===== config.mk =====
export PLATFORM = sky130hd
export DESIGN_NAME = josephus_elimination_order
export DESIGN_NICKNAME = d
export VERILOG_FILES = /design/src/hdl/jos_pkg.sv /design/src/hdl/jos_ctrl.sv /design/src/hdl/jos_dpath.sv /design/src/hdl/josephus_elimination_order.sv
export VERILOG_INCLUDE_DIRS = /design/src /design/src/hdl
export SDC_FILE = /design/constraint.sdc
export NUM_CORES = 1
export LEC_CHECK = 0
export ABC_AREA = 1
export BUFFER_PORTS_ARGS = -buffer_cell sky130_fd_sc_hd__buf_2
export CORE_MARGIN = 2
export CORE_UTILIZATION = 61
export CTS_CLUSTER_SIZE = 20
export DETAILED_ROUTE_END_ITERATION = 8
export GPL_TIMING_DRIVEN = 1
export PLACE_DENSITY_LB_ADDON = 0.1
export REMOVE_ABC_BUFFERS = 1
export SLEW_MARGIN = 25
export SYNTH_ARGS = -nofsm -noshare
export SYNTH_HDL_FRONTEND = slang
export SYNTH_SLANG_ARGS = --single-unit

===== constraint.sdc =====
create_clock -name clock -period 12.2 [get_ports clock]
set_clock_uncertainty 0.05 [all_clocks]
set_input_delay 3.66 -clock clock [delete_from_list [all_inputs] [get_ports clock]]
set_output_delay 3.66 -clock clock [all_outputs]
set_load 0.1 [all_outputs]

===== src/hdl/josephus_elimination_order_macros.svh =====
// Assertion macros shared by the Josephus elimination order RTL.
// Every macro samples on the rising edge of clock and is idle while reset is high.
`ifndef JOSEPHUS_ELIMINATION_ORDER_MACROS_SVH
`define JOSEPHUS_ELIMINATION_ORDER_MACROS_SVH

// Same-cycle implication.
`define JOS_ASSERT_NOW(label, ante, cons, msg) \
   label: assert property (@(posedge clock) disable iff (reset) (ante) |-> (cons)) \
      else $error(msg);

// Implication checked in the next cycle.
`define JOS_ASSERT_NEXT(label, ante, cons, msg) \
   label: assert property (@(posedge clock) disable iff (reset) (ante) |=> (cons)) \
      else $error(msg);

`endif


===== src/hdl/jos_pkg.sv =====
// Shared types and constants for the Josephus elimination order block.
// Used by jos_ctrl, jos_dpath and the top level; depends on nothing.
package jos_pkg;

   localparam int MEMBER_W = 7;   // member_count and eliminated_member width
   localparam int RSP_W    = 8;   // result tdata width, whole bytes

   typedef enum logic [2:0] {
      ST_IDLE,
      ST_INIT,
      ST_LOOKUP,
      ST_FOLLOW,
      ST_LINK,
      ST_LAST_RD,
      ST_LAST_OUT
   } jos_state_type;

   // Read address source for the next-member memory.
   typedef enum logic [1:0] {
      RD_PREV,
      RD_DATA,
      RD_VICTIM
   } jos_rd_sel_type;

   typedef struct packed {
      logic           load;
      logic           init_wr;
      logic           start_run;
      logic           walk_start;
      logic           follow_step;
      logic           take_victim;
      logic           link_emit;
      logic           last_emit;
      jos_rd_sel_type rd_sel;
   } jos_cmd_type;

   typedef struct packed {
      logic n_zero;
      logic init_last;
      logic one_member;
      logic walk_done;
      logic two_left;
      logic out_free;
   } jos_status_type;

endpackage


===== src/hdl/jos_ctrl.sv =====
// Controller state machine for the Josephus elimination order block.
// Depends on jos_pkg; drives the datapath through jos_cmd_type.
module jos_ctrl (
   input  logic                    clock,
   input  logic                    reset,
   input  logic                    req_tvalid,
   output logic                    req_tready,
   input  jos_pkg::jos_status_type status,
   output jos_pkg::jos_cmd_type    cmd
);

   jos_pkg::jos_state_type state_ff, state_in;

   always_ff @(posedge clock) begin
      if (reset) begin
         state_ff <= jos_pkg::ST_IDLE;
      end else begin
         state_ff <= state_in;
      end
   end

   always_comb begin
      state_in = state_ff;
      unique case (state_ff)
         jos_pkg::ST_IDLE: begin
            if (req_tvalid && !status.n_zero) begin
               state_in = jos_pkg::ST_INIT;
            end
         end
         jos_pkg::ST_INIT: begin
            if (status.init_last) begin
               state_in = status.one_member ? jos_pkg::ST_LAST_RD : jos_pkg::ST_LOOKUP;
            end
         end
         jos_pkg::ST_LOOKUP: begin
            state_in = jos_pkg::ST_FOLLOW;
         end
         jos_pkg::ST_FOLLOW: begin
            if (status.walk_done) begin
               state_in = jos_pkg::ST_LINK;
            end
         end
         jos_pkg::ST_LINK: begin
            if (status.out_free) begin
               state_in = status.two_left ? jos_pkg::ST_LAST_RD : jos_pkg::ST_LOOKUP;
            end
         end
         jos_pkg::ST_LAST_RD: begin
            state_in = jos_pkg::ST_LAST_OUT;
         end
         jos_pkg::ST_LAST_OUT: begin
            if (status.out_free) begin
               state_in = jos_pkg::ST_IDLE;
            end
         end
         default: begin
            state_in = jos_pkg::ST_IDLE;
         end
      endcase
   end

   always_comb begin
      cmd        = '0;
      cmd.rd_sel = jos_pkg::RD_PREV;
      req_tready = 1'b0;
      unique case (state_ff)
         jos_pkg::ST_IDLE: begin
            req_tready = 1'b1;
            cmd.load   = req_tvalid && !status.n_zero;
         end
         jos_pkg::ST_INIT: begin
            cmd.init_wr   = 1'b1;
            cmd.start_run = status.init_last;
         end
         jos_pkg::ST_LOOKUP: begin
            cmd.walk_start = 1'b1;
         end
         jos_pkg::ST_FOLLOW: begin
            // Each cycle either follows one more link or takes the victim;
            // both feed the freshly read entry back as the next address.
            cmd.rd_sel      = jos_pkg::RD_DATA;
            cmd.follow_step = !status.walk_done;
            cmd.take_victim = status.walk_done;
         end
         jos_pkg::ST_LINK: begin
            cmd.rd_sel    = jos_pkg::RD_VICTIM;
            cmd.link_emit = status.out_free;
         end
         jos_pkg::ST_LAST_RD: begin
            cmd.rd_sel = jos_pkg::RD_PREV;
         end
         jos_pkg::ST_LAST_OUT: begin
            cmd.rd_sel    = jos_pkg::RD_PREV;
            cmd.last_emit = status.out_free;
         end
         default: begin
            cmd.rd_sel = jos_pkg::RD_PREV;
         end
      endcase
   end

endmodule


===== src/hdl/jos_dpath.sv =====
// Datapath for the Josephus elimination order block: next-member memory,
// ring pointers, step counter and the result register. Depends on jos_pkg.
module jos_dpath #(
   parameter int MAX_MEMBERS = 64,
   parameter int STEP_BITS   = 8
) (
   input  logic                             clock,
   input  logic                             reset,
   input  logic [jos_pkg::MEMBER_W-1:0]     member_count,
   input  logic [STEP_BITS-1:0]             step_size,
   input  jos_pkg::jos_cmd_type             cmd,
   output jos_pkg::jos_status_type          status,
   input  logic                             rsp_tready,
   output logic                             rsp_tvalid,
   output logic [jos_pkg::MEMBER_W-1:0]     eliminated_member,
   output logic                             last_of_run
);

   localparam int IDX_W = $clog2(MAX_MEMBERS);
   localparam int CNT_W = $clog2(MAX_MEMBERS + 1);

   logic [IDX_W-1:0]     next_mem [MAX_MEMBERS];
   logic [IDX_W-1:0]     rd_data_ff;
   logic [IDX_W-1:0]     rd_addr;
   logic                 mem_we;
   logic [IDX_W-1:0]     mem_wa;
   logic [IDX_W-1:0]     mem_wd;

   logic [CNT_W-1:0]     n_ff, n_in;
   logic [STEP_BITS-1:0] m_ff, m_in;
   logic [IDX_W-1:0]     idx_ff, idx_in;
   logic [IDX_W-1:0]     prev_ff, prev_in;
   logic [IDX_W-1:0]     victim_ff, victim_in;
   logic [STEP_BITS-1:0] cnt_ff, cnt_in;
   logic [CNT_W-1:0]     remaining_ff, remaining_in;
   logic                 rsp_valid_ff, rsp_valid_in;
   logic [jos_pkg::MEMBER_W-1:0] rsp_member_ff, rsp_member_in;
   logic                 rsp_last_ff, rsp_last_in;

   logic [CNT_W-1:0]     n_last;
   logic [CNT_W-1:0]     idx_succ;
   logic [IDX_W-1:0]     init_data;
   logic                 out_free;

   assign n_last    = n_ff - CNT_W'(1);
   assign idx_succ  = CNT_W'(idx_ff) + CNT_W'(1);
   assign init_data = (idx_succ < n_ff) ? IDX_W'(idx_succ) : '0;
   assign out_free  = !rsp_valid_ff || rsp_tready;

   assign status.n_zero     = (member_count == '0);
   assign status.init_last  = (CNT_W'(idx_ff) == n_last);
   assign status.one_member = (n_ff == CNT_W'(1));
   assign status.walk_done  = (cnt_ff == m_ff);
   assign status.two_left   = (remaining_ff == CNT_W'(2));
   assign status.out_free   = out_free;

   always_comb begin
      case (cmd.rd_sel)
         jos_pkg::RD_DATA:   rd_addr = rd_data_ff;
         jos_pkg::RD_VICTIM: rd_addr = victim_ff;
         default:            rd_addr = prev_ff;
      endcase
      mem_we = cmd.init_wr || cmd.link_emit;
      mem_wa = cmd.init_wr ? idx_ff : prev_ff;
      // Unlinking the victim: its predecessor now points past it.
      mem_wd = cmd.init_wr ? init_data : rd_data_ff;
   end

   always_ff @(posedge clock) begin
      if (mem_we) begin
         next_mem[mem_wa] <= mem_wd;
      end
      rd_data_ff <= next_mem[rd_addr];
   end

   always_comb begin
      n_in          = n_ff;
      m_in          = m_ff;
      idx_in        = idx_ff;
      prev_in       = prev_ff;
      victim_in     = victim_ff;
      cnt_in        = cnt_ff;
      remaining_in  = remaining_ff;
      rsp_member_in = rsp_member_ff;
      rsp_last_in   = rsp_last_ff;
      rsp_valid_in  = rsp_valid_ff && !rsp_tready;

      if (cmd.load) begin
         // Counts above the ring size saturate; a zero step counts as one.
         n_in   = (member_count > jos_pkg::MEMBER_W'(MAX_MEMBERS)) ?
                  CNT_W'(MAX_MEMBERS) : CNT_W'(member_count);
         m_in   = (step_size == '0) ? STEP_BITS'(1) : step_size;
         idx_in = '0;
      end
      if (cmd.init_wr) begin
         idx_in = idx_ff + IDX_W'(1);
      end
      if (cmd.start_run) begin
         prev_in      = IDX_W'(n_last);
         remaining_in = n_ff;
      end
      if (cmd.walk_start) begin
         cnt_in = STEP_BITS'(1);
      end
      if (cmd.follow_step) begin
         prev_in = rd_data_ff;
         cnt_in  = cnt_ff + STEP_BITS'(1);
      end
      if (cmd.take_victim) begin
         victim_in = rd_data_ff;
      end
      if (cmd.link_emit) begin
         remaining_in  = remaining_ff - CNT_W'(1);
         rsp_valid_in  = 1'b1;
         rsp_member_in = jos_pkg::MEMBER_W'(victim_ff) + jos_pkg::MEMBER_W'(1);
         rsp_last_in   = 1'b0;
      end
      if (cmd.last_emit) begin
         rsp_valid_in  = 1'b1;
         rsp_member_in = jos_pkg::MEMBER_W'(rd_data_ff) + jos_pkg::MEMBER_W'(1);
         rsp_last_in   = 1'b1;
      end
   end

   always_ff @(posedge clock) begin
      if (reset) begin
         prev_ff      <= '0;
         remaining_ff <= '0;
         cnt_ff       <= '0;
         rsp_valid_ff <= 1'b0;
      end else begin
         prev_ff      <= prev_in;
         remaining_ff <= remaining_in;
         cnt_ff       <= cnt_in;
         rsp_valid_ff <= rsp_valid_in;
      end
   end

   always_ff @(posedge clock) begin
      n_ff          <= n_in;
      m_ff          <= m_in;
      idx_ff        <= idx_in;
      victim_ff     <= victim_in;
      rsp_member_ff <= rsp_member_in;
      rsp_last_ff   <= rsp_last_in;
   end

   assign rsp_tvalid        = rsp_valid_ff;
   assign eliminated_member = rsp_member_ff;
   assign last_of_run       = rsp_last_ff;

endmodule


===== src/hdl/josephus_elimination_order.sv =====
// Channel  | Ports          | Item
// ---------+----------------+--------------------------------------------------
// request  | req_t*         | member_count, step_size: one Josephus problem
// response | rsp_t*         | eliminated_member per removal, tlast on survivor
//
// One request of n members and step m first builds the ring, then follows one
// ring link per cycle, unless a stalled response holds the walk, through the
// next-member memory with its registered read.
// A request of zero members is accepted and gives no items.
// Reset is synchronous; the ring memory is not cleared and needs no sweep.
// A stalled response holds the walk at the next removal; the result register
// lets the block finish its last item and take a new request meanwhile.
// Depends on jos_pkg, jos_ctrl, jos_dpath and the assertion macro header.
`include "josephus_elimination_order_macros.svh"

module josephus_elimination_order #(
   parameter int MAX_MEMBERS = 64,
   parameter int STEP_BITS   = 8
) (
   input  logic                                    clock,
   input  logic                                    reset,
   input  logic                                    req_tvalid,
   output logic                                    req_tready,
   // [6:0] member_count, [STEP_BITS+6:7] step_size, zero padding above
   input  logic [((jos_pkg::MEMBER_W + STEP_BITS + 7) / 8) * 8 - 1:0] req_tdata,
   output logic                                    rsp_tvalid,
   input  logic                                    rsp_tready,
   // [6:0] eliminated_member, [7] zero
   output logic [jos_pkg::RSP_W-1:0]               rsp_tdata,
   output logic                                    rsp_tlast
);

   jos_pkg::jos_cmd_type         cmd;
   jos_pkg::jos_status_type      status;
   logic [jos_pkg::MEMBER_W-1:0] member_count;
   logic [STEP_BITS-1:0]         step_size;
   logic [jos_pkg::MEMBER_W-1:0] eliminated_member;
   logic                         emit_any;
   logic                         rsp_room;
   logic                         req_load;
   logic                         last_held;

   assign member_count = req_tdata[jos_pkg::MEMBER_W-1:0];
   assign step_size    = req_tdata[jos_pkg::MEMBER_W +: STEP_BITS];
   assign rsp_tdata    = jos_pkg::RSP_W'(eliminated_member);

   jos_ctrl u_ctrl (
      .clock      (clock),
      .reset      (reset),
      .req_tvalid (req_tvalid),
      .req_tready (req_tready),
      .status     (status),
      .cmd        (cmd)
   );

   jos_dpath #(
      .MAX_MEMBERS (MAX_MEMBERS),
      .STEP_BITS   (STEP_BITS)
   ) u_dpath (
      .clock             (clock),
      .reset             (reset),
      .member_count      (member_count),
      .step_size         (step_size),
      .cmd               (cmd),
      .status            (status),
      .rsp_tready        (rsp_tready),
      .rsp_tvalid        (rsp_tvalid),
      .eliminated_member (eliminated_member),
      .last_of_run       (rsp_tlast)
   );

   assign emit_any  = cmd.link_emit || cmd.last_emit;
   assign rsp_room  = !rsp_tvalid || rsp_tready;
   assign req_load  = req_tvalid && req_tready && !status.n_zero;
   assign last_held = req_tready && rsp_tvalid && rsp_tlast;

   // A new result is only loaded when the pending one is gone or leaving.
   `JOS_ASSERT_NOW(a_emit_needs_room, emit_any, rsp_room, "result register overwritten")
   // A nonempty request keeps the block busy in the next cycle.
   `JOS_ASSERT_NEXT(a_busy_after_load, req_load, !req_tready, "request taken while busy")
   // After the survivor is given the block is ready for the next request.
   `JOS_ASSERT_NEXT(a_ready_after_last, cmd.last_emit, last_held, "survivor not held")

endmodule

==> results.yml <==
run_status:
  status: "complete, no violations"
placed_design:
  place_ws_ns: 5.11
  dp_hpwl_mm: 29.3
  dpl_cell_area_um2: 21300
  gp_congestion: 0.896
  port_buffers: 28
routing:
  vias: 14639
  first_pass_iters: 6
  drc: 0
  wl_per_cell_um: 19.9
  drtIter0Drc: 1558
  routed_wl_mm: 49.9
  vias_per_cell: 5.83
  ant_nets: 0
sta:
  setup_tns_ns: 0
  final-setup-viol-count: 0
  fin_hold_ws_ns: 0.396
  rsz0062_at_grt: "no"
  max-slew-margin-rel_pct: 30.3
  post-route-min-period_ns: 6.62
  drv_slew: 0
  max_slew.worst_pin.slew_ns: 1.05
  fmax_mhz: 151
  finalHoldViolCount: 0
  finalWorstSetupSlack_ns: 5.58
  fin_crit_sh_pct: 54.3
clock_network:
  clock_latency_ns: 0.59
  cts_buffers: 47
  cts_root_buf: "clkbuf_16"
  cts.path.max_buffers: 3
  cts_tree: "built"
  postCtsHoldBufs: 0
  clkTransAtPathRegs_ns: 0.06
  post-cts-setup-buffers: 0
  cts.htree.levels: 2
  ctsResizeCount: 0
  cts.sinks: 450
layout:
  drive_above_1_share_pct: 7.15
  nets: 2058
  fillers: 2609
  n_antenna_cell: 0
  syn_to_final_growth_pct: 8.62
  final_area_um2: 22900
die:
  coreArea_um2: 34300
  initial_core_util_pct: 61.4
  ios: 31
  die_x_um: 190
  fp-row-count: 68
  dieArea_um2: 36000
  die_height_um: 190
yosys:
  synth-seq-cells: 450
  synthArstFlopShare_pct: 0
  yosys-top-cells-area: "edfxtp_1 60%, nand3_1 10%, nand2_1 5.8%, nand3b_1 5.1%, inv_1 5.0%"
  syn_area_um2: 21000
  synth_area_per_cell_um2: 10.3
  synth_top_area_share_pct: 59.7
  ys_types: 45
  ys_seq_area_share_pct: 62.7
  yosysMostFrequentCell: "nand3_1"
  synth_common_cells: "439 x nand3_1, 418 x edfxtp_1, 326 x nand2_1"
  syn_inst: 2049
  synth_top_area_cell: "edfxtp_1"
  synth_ff_type: "edfxtp_1"
  yosysWarnings: 0
  synth_edf_count: 418
critical_path:
  cp-end-kind: "register"
  reg2reg_to: "u_dpath.rd_data_ff[4]"
  r2r-start: "u_ctrl.state_ff[1]"
  critPathArrivalTime_ns: 6.78
  r2r_cells: 12
  crit_type: "input port to register"
  crit_path_end: "u_dpath.next_mem[17][0]"
  required_ns: 12.36
  crit_path_start_kind: "input port"
  path_max_fanout: 12
  reg2reg_slack_ns: 7.43
  crit_start: "rsp_tready"
global_routing:
  grt_pass1_vias: 13815
  gr-total-overflow: 0
  globalRouteTotalUtil_pct: 27.9
  antenna_found_initial: 0
  grt_pass1_wl_mm: 76.7
  grt_max_degree: 104
pwr:
  combPwrFrac_pct: 40.7
  switching_power_mw: 2.51
  switching_share_pct: 41.8
  power_frac_seq_pct: 36.5
  clkPwrFrac_pct: 22.9
  leakagePower_nw: 8.95
  cellPowerDensity_nw_per_um2: 263
  p_total_mw: 6.01
  power.internal_mw: 3.50
  vdd_drop_max_uv: 192
flow_run:
  cap_violations: 0
hold_path:
  min_path_type: "register to register"
-- kinds of logic (layout without fill, tap and decap cells) --
group,Yosys count,count (layout),synth area share [%]
fa+ha+maj,14,14,0.833
xor+xnor,25,25,1.04
compound gates,83,83,2.25
other cells,1,1,0.0178
buf+inv,410,418,8.25
simple gates,1066,1066,24.9
flops,450,450,62.7
-- flip-flops by register name, indices dropped and copies added (netlist names) --
register	cells
u_ctrl.state_ff	3
u_dpath.idx_ff	6
u_dpath.n_ff	7
u_dpath.victim_ff	6
u_dpath.remaining_ff	7
u_dpath.rsp_tvalid	1
u_dpath.prev_ff	6
u_dpath.rd_data_ff	6
u_dpath.cnt_ff	8
u_dpath.eliminated_member	7
u_dpath.next_mem	384
u_dpath.last_of_run	1
u_dpath.m_ff	8
-- power groups by stage --
| stage | combinational [mW] | sequential, mW | clock, mW |
|---|---|---|---|
| 2_1_floorplan | 1.55 | 2.29 | 0 |
| 3_3_place_gp | 2.35 | 2.22 | 0 |
| 3_5_place_dp | 2.39 | 2.23 | 0 |
| 4_1_cts | 2.40 | 2.19 | 1.39 |
| 5_1_grt | 2.67 | 2.20 | 1.45 |
| 6_report | 2.45 | 2.19 | 1.38 |
-- through the flow --
| stage | util [%] | cells |
|---|---|---|
| 2_1_floorplan | - | 1928 |
| 3_3_place_gp | 62.2 | 2428 |
| 3_5_place_dp | 62.2 | 2428 |
| 4_1_cts | 66.5 | 2510 |
| 5_1_grt | 66.7 | 2512 |
| 6_report | 66.7 | 2512 |
-- cell usage in the layout, fill, tap and decap left out, types with 28 or more instances in the layout --
| cell | synthesis | layout |
|---|---|---|
| nand3_1 | 439 | 438 |
| edfxtp_1 | 418 | 418 |
| nand2_1 | 326 | 325 |
| inv_1 | 282 | 282 |
| nand3b_1 | 142 | 142 |
| nor2_1 | 118 | 117 |
| clkbuf_16 | 0 | 49 |
| o21ai_0 | 40 | 35 |
| dfxtp_1 | 32 | 32 |
| buf_2 | 69 | 28 |
-- per-layer routing --
layer | wire length [um] | GRT usage [%] | vias to the layer above
met5 | 0 | 0 | -
met4 | 1590 | 10.8 | 0
met3 | 3820 | 4.37 | 102
met2 | 23400 | 44.8 | 602
met1 | 21100 | 38.8 | 7012
li1 | - | - | 6923
-- worst max-delay path: stages --
cell	delay, ns
buf_2	0.07
nor2_1	0.06
nor2_1	0.58
inv_1	0.40
nand2_1	0.38
nand4_1	0.81
nor2_1	0.82
-- cell type report --
cell class,count,area (um2),share of cell area [%]
Clock buffer,60,1270,5.55
Clock inverter,22,190,0.832
Inverter,289,1090,4.77
Multi-Input combinational cell,1189,6240,27.3
Sequential cell,450,13200,57.7
Tap cell,455,569,2.49
Timing Repair Buffer,47,304,1.33
-- worst min-delay path by stage --
stage	endpoint	slack (ns)	cells past startpoint	from
2_1_floorplan	u_dpath.victim_ff[2]	0.37	0	u_dpath.rd_data_ff[2]
3_3_place_gp	u_dpath.last_of_run	0.38	2	u_dpath.last_of_run
3_5_place_dp	u_dpath.last_of_run	0.39	2	u_dpath.last_of_run
4_1_cts	u_dpath.last_of_run	0.40	2	u_dpath.last_of_run
5_1_grt	u_dpath.last_of_run	0.43	2	u_dpath.last_of_run
6_report	u_dpath.last_of_run	0.40	2	u_dpath.last_of_run
Note: power is estimated with default switching activity, not from simulation.
